$ cat config.mk
export PLATFORM = sky130hd
export DESIGN_NAME = sha256_message_hash_top
export DESIGN_NICKNAME = d
export VERILOG_FILES = /design/src/rtl/shamh_pkg.sv /design/src/rtl/sha256_message_hash_top.sv /design/src/rtl/shamh_front.sv /design/src/rtl/shamh_core.sv
export SDC_FILE = /design/constraint.sdc
export NUM_CORES = 2
export LEC_CHECK = 0
export ABC_AREA = 1
export BUFFER_PORTS_ARGS = -buffer_cell sky130_fd_sc_hd__buf_2
export CAP_MARGIN = 20
export CORE_UTILIZATION = 49
export DETAILED_ROUTE_END_ITERATION = 12
export SYNTH_ARGS = -nofsm -noshare
export SYNTH_HDL_FRONTEND = slang
export SYNTH_HIERARCHICAL = 1
export SYNTH_SLANG_ARGS = --single-unit
$ cat constraint.sdc
create_clock -name clk -period 54.5 [get_ports clk]
set_input_delay 8.175 -clock clk [delete_from_list [all_inputs] [get_ports clk]]
set_output_delay 8.175 -clock clk [all_outputs]
set_load 0.01 [all_outputs]
$ cat src/rtl/shamh_pkg.sv
// shared types, round constants and sha-256 mixing functions
// used by shamh_front, shamh_core and the top level; no dependencies
`timescale 1ns / 1ps
`default_nettype none

package shamh_pkg;

  localparam int CMDQ_DEPTH = 4;
  localparam int CMDQ_AW    = $clog2(CMDQ_DEPTH);

  localparam logic [7:0] PAD_MARK = 8'h80;
  localparam logic [5:0] LEN_POS  = 6'd56;
  localparam logic [5:0] LAST_POS = 6'd63;

  // one classified request from the front to the back
  typedef struct packed {
    logic [7:0] data;
    logic       has_byte;
    logic       last;
  } cmd_t;

  localparam logic [31:0] HASH_IV [8] = '{
    32'h6a09e667, 32'hbb67ae85, 32'h3c6ef372, 32'ha54ff53a,
    32'h510e527f, 32'h9b05688c, 32'h1f83d9ab, 32'h5be0cd19
  };

  localparam logic [31:0] ROUND_K [64] = '{
    32'h428a2f98, 32'h71374491, 32'hb5c0fbcf, 32'he9b5dba5,
    32'h3956c25b, 32'h59f111f1, 32'h923f82a4, 32'hab1c5ed5,
    32'hd807aa98, 32'h12835b01, 32'h243185be, 32'h550c7dc3,
    32'h72be5d74, 32'h80deb1fe, 32'h9bdc06a7, 32'hc19bf174,
    32'he49b69c1, 32'hefbe4786, 32'h0fc19dc6, 32'h240ca1cc,
    32'h2de92c6f, 32'h4a7484aa, 32'h5cb0a9dc, 32'h76f988da,
    32'h983e5152, 32'ha831c66d, 32'hb00327c8, 32'hbf597fc7,
    32'hc6e00bf3, 32'hd5a79147, 32'h06ca6351, 32'h14292967,
    32'h27b70a85, 32'h2e1b2138, 32'h4d2c6dfc, 32'h53380d13,
    32'h650a7354, 32'h766a0abb, 32'h81c2c92e, 32'h92722c85,
    32'ha2bfe8a1, 32'ha81a664b, 32'hc24b8b70, 32'hc76c51a3,
    32'hd192e819, 32'hd6990624, 32'hf40e3585, 32'h106aa070,
    32'h19a4c116, 32'h1e376c08, 32'h2748774c, 32'h34b0bcb5,
    32'h391c0cb3, 32'h4ed8aa4a, 32'h5b9cca4f, 32'h682e6ff3,
    32'h748f82ee, 32'h78a5636f, 32'h84c87814, 32'h8cc70208,
    32'h90befffa, 32'ha4506ceb, 32'hbef9a3f7, 32'hc67178f2
  };

  function automatic logic [31:0] big_sig0(input logic [31:0] x);
    return {x[1:0], x[31:2]} ^ {x[12:0], x[31:13]} ^ {x[21:0], x[31:22]};
  endfunction

  function automatic logic [31:0] big_sig1(input logic [31:0] x);
    return {x[5:0], x[31:6]} ^ {x[10:0], x[31:11]} ^ {x[24:0], x[31:25]};
  endfunction

  function automatic logic [31:0] small_sig0(input logic [31:0] x);
    return {x[6:0], x[31:7]} ^ {x[17:0], x[31:18]} ^ {3'b000, x[31:3]};
  endfunction

  function automatic logic [31:0] small_sig1(input logic [31:0] x);
    return {x[16:0], x[31:17]} ^ {x[18:0], x[31:19]} ^ {10'b0, x[31:10]};
  endfunction

  function automatic logic [31:0] choose(input logic [31:0] e, input logic [31:0] f,
                                         input logic [31:0] g);
    return (e & f) ^ (~e & g);
  endfunction

  function automatic logic [31:0] majority(input logic [31:0] a, input logic [31:0] b,
                                           input logic [31:0] c);
    return (a & b) ^ (a & c) ^ (b & c);
  endfunction

endpackage

`default_nettype wire

$ cat src/rtl/sha256_message_hash_top.sv
// top level of the sha-256 message hash: front queue plus hashing back end
// depends on shamh_pkg, shamh_front, shamh_core
//
//  channel   direction  handshake               payload
//  input     in         push / full             data_byte[7:0], no_byte, last
//  result    out        empty / pop             digest_part[63:0], part_last
//
// the back end takes a message byte at a time while idle; the 64th byte of a block
// also starts a compression (load, 64 rounds on the single round unit, chain add)
// a last item pads one byte per cycle up to the end of the block, then one or
// two compressions, then four digest parts; a 4-entry request queue lets the
// input keep going while the back end compresses
// a stalled result holds in the digest register; the back end waits only when
// a new digest is ready and the previous one is not fully taken
// reset is synchronous and active high and clears all control state at once
`timescale 1ns / 1ps
`default_nettype none

module sha256_message_hash_top
  import shamh_pkg::*;
(
  input  wire logic        clk,
  input  wire logic        rst,
  input  wire logic        push,
  output logic             full,
  input  wire logic [7:0]  data_byte,
  input  wire logic        no_byte,
  input  wire logic        last,
  output logic             empty,
  input  wire logic        pop,
  output logic [63:0]      digest_part,
  output logic             part_last
);

  cmd_t cmd;
  logic cmd_valid;
  logic cmd_take;

  shamh_front u_front (
    .clk       (clk),
    .rst       (rst),
    .push      (push),
    .full      (full),
    .data_byte (data_byte),
    .no_byte   (no_byte),
    .last      (last),
    .cmd       (cmd),
    .cmd_valid (cmd_valid),
    .cmd_take  (cmd_take)
  );

  shamh_core u_core (
    .clk         (clk),
    .rst         (rst),
    .cmd         (cmd),
    .cmd_valid   (cmd_valid),
    .cmd_take    (cmd_take),
    .empty       (empty),
    .pop         (pop),
    .digest_part (digest_part),
    .part_last   (part_last)
  );

endmodule

`default_nettype wire

$ cat src/rtl/shamh_front.sv
// front end: takes input items, drops the ones that do nothing, queues requests
// depends on shamh_pkg
`timescale 1ns / 1ps
`default_nettype none

module shamh_front
  import shamh_pkg::*;
(
  input  wire logic       clk,
  input  wire logic       rst,
  input  wire logic       push,
  output logic            full,
  input  wire logic [7:0] data_byte,
  input  wire logic       no_byte,
  input  wire logic       last,
  output cmd_t            cmd,
  output logic            cmd_valid,
  input  wire logic       cmd_take
);

  cmd_t               queue [CMDQ_DEPTH];
  logic [CMDQ_AW-1:0] wr_ptr;
  logic [CMDQ_AW-1:0] rd_ptr;
  logic [CMDQ_AW:0]   count;
  logic               wr;
  logic               rd;

  assign full      = (count == (CMDQ_AW + 1)'(CMDQ_DEPTH));
  assign cmd_valid = (count != '0);
  assign cmd       = queue[rd_ptr];

  // an item with no byte that does not end the message changes nothing
  assign wr = push && !full && (!no_byte || last);
  assign rd = cmd_take && cmd_valid;

  always_ff @(posedge clk) begin
    if (wr) begin
      queue[wr_ptr] <= '{data: data_byte, has_byte: !no_byte, last: last};
    end
  end

  always_ff @(posedge clk) begin
    if (rst) begin
      wr_ptr <= '0;
      rd_ptr <= '0;
      count  <= '0;
    end else begin
      if (wr) begin
        wr_ptr <= wr_ptr + 1'b1;
      end
      if (rd) begin
        rd_ptr <= rd_ptr + 1'b1;
      end
      case ({wr, rd})
        2'b10:   count <= count + 1'b1;
        2'b01:   count <= count - 1'b1;
        default: count <= count;
      endcase
    end
  end

  a_count_bound: assert property (@(posedge clk) disable iff (rst)
    count <= (CMDQ_AW + 1)'(CMDQ_DEPTH))
    else $error("request queue count beyond depth");

  a_count_drain: assert property (@(posedge clk) disable iff (rst)
    (rd && !wr) |=> (count == $past(count) - 1'b1))
    else $error("request queue count did not drop on take");

endmodule

`default_nettype wire

$ cat src/rtl/shamh_core.sv
// back end: block buffer, padding sequencer, one sha-256 round per cycle,
// digest output register; depends on shamh_pkg
`timescale 1ns / 1ps
`default_nettype none

module shamh_core
  import shamh_pkg::*;
(
  input  wire logic        clk,
  input  wire logic        rst,
  input  wire cmd_t        cmd,
  input  wire logic        cmd_valid,
  output logic             cmd_take,
  output logic             empty,
  input  wire logic        pop,
  output logic [63:0]      digest_part,
  output logic             part_last
);

  localparam logic [2:0] S_IDLE  = 3'd0;
  localparam logic [2:0] S_PAD   = 3'd1;
  localparam logic [2:0] S_INIT  = 3'd2;
  localparam logic [2:0] S_ROUND = 3'd3;
  localparam logic [2:0] S_ADD   = 3'd4;
  localparam logic [2:0] S_OUT   = 3'd5;

  logic [2:0]   state;
  logic [5:0]   pos;
  logic [5:0]   round;
  logic [60:0]  byte_cnt;
  logic         pad_active;
  logic         pad_first;
  logic         len_mode;
  logic [31:0]  chain [8];
  logic [31:0]  v [8];
  logic [31:0]  w [16];
  logic [255:0] out_digest;
  logic [2:0]   out_count;

  logic         take;
  logic         append_en;
  logic [7:0]   append_byte;
  logic [7:0]   pad_byte;
  logic [63:0]  bit_count;
  logic [63:0]  len_shift;
  logic [31:0]  w_new;
  logic [31:0]  t1;
  logic [31:0]  t2;

  assign take     = (state == S_IDLE) && cmd_valid;
  assign cmd_take = take;

  // length bytes go out most significant first at positions 56..63
  assign bit_count = {byte_cnt, 3'b000};
  assign len_shift = bit_count << {pos[2:0], 3'b000};
  assign pad_byte  = pad_first ? PAD_MARK :
                     ((len_mode || pos == LEN_POS) ? len_shift[63:56] : 8'h00);

  assign append_en   = (take && cmd.has_byte) || (state == S_PAD);
  assign append_byte = (state == S_PAD) ? pad_byte : cmd.data;

  // schedule runs in place: w[0] is the word for this round
  assign w_new = w[0] + small_sig0(w[1]) + w[9] + small_sig1(w[14]);
  assign t1    = v[7] + big_sig1(v[4]) + choose(v[4], v[5], v[6]) + ROUND_K[round] + w[0];
  assign t2    = big_sig0(v[0]) + majority(v[0], v[1], v[2]);

  assign empty       = (out_count == 3'd0);
  assign digest_part = out_digest[255:192];
  assign part_last   = (out_count == 3'd1);

  always_ff @(posedge clk) begin
    if (append_en) begin
      for (int i = 0; i < 15; i++) begin
        w[i] <= {w[i][23:0], w[i+1][31:24]};
      end
      w[15] <= {w[15][23:0], append_byte};
    end else if (state == S_ROUND) begin
      for (int i = 0; i < 15; i++) begin
        w[i] <= w[i+1];
      end
      w[15] <= w_new;
    end
  end

  always_ff @(posedge clk) begin
    if (state == S_INIT) begin
      v <= chain;
    end else if (state == S_ROUND) begin
      v[7] <= v[6];
      v[6] <= v[5];
      v[5] <= v[4];
      v[4] <= v[3] + t1;
      v[3] <= v[2];
      v[2] <= v[1];
      v[1] <= v[0];
      v[0] <= t1 + t2;
    end
  end

  always_ff @(posedge clk) begin
    if (rst) begin
      state      <= S_IDLE;
      pos        <= '0;
      round      <= '0;
      byte_cnt   <= '0;
      pad_active <= 1'b0;
      pad_first  <= 1'b0;
      len_mode   <= 1'b0;
      out_count  <= '0;
      chain      <= HASH_IV;
    end else begin
      if (append_en) begin
        pos <= pos + 1'b1;
      end
      if (pop && !empty) begin
        out_digest <= {out_digest[191:0], 64'h0};
        out_count  <= out_count - 1'b1;
      end
      case (state)
        S_IDLE: begin
          if (take) begin
            if (cmd.has_byte) begin
              byte_cnt <= byte_cnt + 61'd1;
            end
            pad_active <= cmd.last;
            pad_first  <= 1'b1;
            len_mode   <= 1'b0;
            if (cmd.has_byte && pos == LAST_POS) begin
              state <= S_INIT;
            end else if (cmd.last) begin
              state <= S_PAD;
            end
          end
        end
        S_PAD: begin
          pad_first <= 1'b0;
          if (!pad_first && pos == LEN_POS) begin
            len_mode <= 1'b1;
          end
          if (pos == LAST_POS) begin
            state <= S_INIT;
          end
        end
        S_INIT: begin
          state <= S_ROUND;
        end
        S_ROUND: begin
          round <= round + 1'b1;
          if (round == 6'd63) begin
            state <= S_ADD;
          end
        end
        S_ADD: begin
          for (int i = 0; i < 8; i++) begin
            chain[i] <= chain[i] + v[i];
          end
          if (len_mode) begin
            state <= S_OUT;
          end else if (pad_active) begin
            state <= S_PAD;
          end else begin
            state <= S_IDLE;
          end
        end
        S_OUT: begin
          // wait until the previous digest has been fully taken
          if (empty) begin
            for (int i = 0; i < 8; i++) begin
              out_digest[255 - 32*i -: 32] <= chain[i];
            end
            out_count  <= 3'd4;
            chain      <= HASH_IV;
            byte_cnt   <= '0;
            pad_active <= 1'b0;
            len_mode   <= 1'b0;
            state      <= S_IDLE;
          end
        end
        default: begin
          state <= S_IDLE;
        end
      endcase
    end
  end

  a_round_idle: assert property (@(posedge clk) disable iff (rst)
    (state != S_ROUND) |-> (round == 6'd0))
    else $error("round counter not zero outside compression");

  a_round_end: assert property (@(posedge clk) disable iff (rst)
    (state == S_ROUND && round == 6'd63) |=> (state == S_ADD))
    else $error("compression did not end after 64 rounds");

  a_out_bound: assert property (@(posedge clk) disable iff (rst)
    out_count <= 3'd4)
    else $error("digest part count beyond four");

  a_digest_load: assert property (@(posedge clk) disable iff (rst)
    (state == S_OUT && empty) |=> (out_count == 3'd4 && byte_cnt == '0 && state == S_IDLE))
    else $error("digest load did not restart the message");

endmodule

`default_nettype wire

==> impl_metrics.csv <==
group,metric,value,unit
outcome,status,"completed",
timing,rsz0062_at_grt,"false",
global_route,grt_max_degree,159,
clock_network,htreeDepth,4,
drt,viasPerCell,6.047,
setup_path,timing.critical_path.from,"rst",
setup_path,reg2reg_slack,45.27,ns
die,rows,159,
die,start_util,0.4944,
hold_path,holdPathStages,2,
setup_path,cp_max_fo,75,
drt,ant_nets,0,
drt,route.detailed.drc,0,
placed_design,routabilityCongestion,1.053,
die,io_pins,81,
synthesis,ys_seq_area_frac,0.4185,
setup_path,crit_path_start_kind,"input port",
timing,finalHoldViolCount,0,
setup_path,end_kind,"register",
timing,drv_slew,0,
drt,drtIter0Drc,11230,
clock_network,clkTransAtPathRegs,0.06,ns
setup_path,crit_type,"input port to register",
synthesis,yosys.area.top_type,"edfxtp_1",
clock_network,post-cts-setup-buffer-count,0,
setup_path,max_stage_delay,0.83,ns
clock_network,numCtsBuffers,161,
synthesis,synthArstFlopShare,0,
timing,finalSetupViolCount,0,
placed_design,port-buffer-count,80,
global_route,antenna_found_initial,19,
hold_path,min_from,"u_core/pos[5]",
synthesis,ys_warn_count,6,
die,coreArea,188000,um2
die,die_y,437.5,um
clock_network,ctsResizeCount,0,
timing,worst_pin_slew,1.267,ns
synthesis,yosysUniqueCellTypes,76,
timing,fin_setup_tns,0,ns
synthesis,ys.flop_type,"edfxtp_1",
clock_network,cts.sinks,1411,
synthesis,yosysMostFrequentCell,"nand2_1",
die,die_w,437.5,um
global_route,first_global_vias,77670,
hold_path,hold_class,"register to register",
drt,drtPass1Iterations,7,
drt,wl_per_cell,26.40,um
placed_design,dp_hpwl,282.3,mm
timing,skew,0.03036,ns
timing,fmax,95.75,MHz
setup_path,reg2reg_depth,34,
setup_path,critPathMostFrequentCell,"buf_4",
synthesis,synth_edf_count,1064,
setup_path,cp_slowest_cell,"buf_4",
clock_network,hold_buffers,0,
setup_path,reg2reg_from,"u_core/round[0]",
synthesis,ys_ff_latch,1411,
setup_path,crit_chain,"buf_6 > inv_8 > buf_4 > buf_4",
clock_network,clockRootBuffer,"clkbuf_16",
clock_network,cts_tree,"done",
drt,routed_wl,370.5,mm
global_route,grt_first_pass_wirelength,533.6,mm
die,dieArea,191400,um2
clock_network,insertion_delay,0.86,ns
cells_and_area,drive_gt1_frac,0.04726,
global_route,track_usage,0.3792,
synthesis,synth_cells,11640,
clock_network,clockBufferDepth,3,
synthesis,synth.top_cell.area_share,0.3438,
cells_and_area,fin_nets,12020,
setup_path,worstPathArrival,10.89,ns
cells_and_area,area_growth,7.834,%
run,max-cap-violations,0,
timing,fin_crit,10.44,ns
synthesis,synth_area,92940,um2
timing,post-route-period-util,0.1916,
timing,relSlewSlack,0.1555,
synthesis,synth.area.top_cells,"edfxtp_1, nand2_1, dfxtp_1, o21ai_0, inv_1",
synthesis,yosys-top-cells-count,"nand2_1, inv_1, o21ai_0",
synthesis,syn-num-nets,12260,
synthesis,syn_avg_cell_area,7.987,um2
global_route,grt-ovfl-total,0,
setup_path,crit_required,54.95,ns
drt,vias,84860,
==> placed cells by master, fill, tap and decap left out, types with 44 or more instances in the layout <==
cell and instances:
nand2_1 2894, inv_1 1472, o21ai_0 1122, edfxtp_1 1064, a21oi_1 766, nand3_1 727
nor2_1 619, ha_1 410, dfxtp_1 346, xor2_1 196, fa_1 196, xnor2_1 179
clkbuf_16 162, o22ai_1 119, o211ai_1 117, nor3_1 107, nand4_1 104, o21bai_1 82
buf_4 80, buf_2 79, a31oi_1 70, a21o_1 59, o221ai_1 44
==> cell type report <==
type                       instances  area (um2)
multi-input combinational       8161       46030
clock inverter                    89        1091
clock buffer                     210        4314
inverter                        1497        5669
timing repair buffer             163        1075
sequential                      1411       38900
antenna                            7       17.52
fill                           18080       87780
tap                             2495        3122
==> cell families after synthesis <==
logic type	Yosys count	share of synthesized area
compound gates	2550	0.1531
xor+xnor	375	0.03534
fa+ha+maj	607	0.09752
buf+inv	2065	0.08699
flops	1411	0.4185
mux	28	0.003366
simple gates	4601	0.2052
==> critical path: cells and delay by family <==
family                 cells  cell delay, ns
buffers and inverters      4            2.32
==> stage by stage <==
stage,hold slack [ns],utilization,std cells,setup WS (ns),area [um2]
finish,0.4842,0.5331,14030,44.06,100200
global route,0.5012,0.5330,14030,44.03,100200
CTS,0.4823,0.5329,14030,44.25,100200
detailed placement,0.4707,0.5041,13730,43.34,94770
global placement,0.4512,0.5041,13730,43.36,94760
floorplan,0.4390,-,11640,29.04,92940
==> metal layers <==
metal | routed length (um) | vias to the layer above | global-route usage
met4 | 14500 | 10 | 0.1326
met5 | 60 | - | 0
li1 | - | 38550 | -
met3 | 47600 | 593 | 0.1021
met2 | 146000 | 4722 | 0.5142
met1 | 162400 | 40990 | 0.5720
==> sequential cells by signal (all words and copies together), names as in the netlist, named ones only <==
signal and cells:
u_core/pad_active 1, u_core/round 6, u_core/byte_cnt 61, u_front/queue 40
u_core/pos 6, u_core/out_digest 256, u_core/chain 256, u_core/len_mode 1
u_core/out_count 3, u_front/count 3, u_core/pad_first 1, u_front/wr_ptr 2
u_core/v 256, u_front/rd_ptr 2, u_core/state 3, u_core/w 512
==> path summary, 6_finish.rpt <==
| check | to |
|---|---|
| setup / recovery | u_core/out_digest[83] |
| hold / removal | u_core/pos[5] |
| setup reg to reg | u_core/v[247] |
| hold reg to reg | u_core/pos[5] |
Power is not shown: default switching activity piles up to over one toggle a cycle in this logic, so the estimate is an artifact.
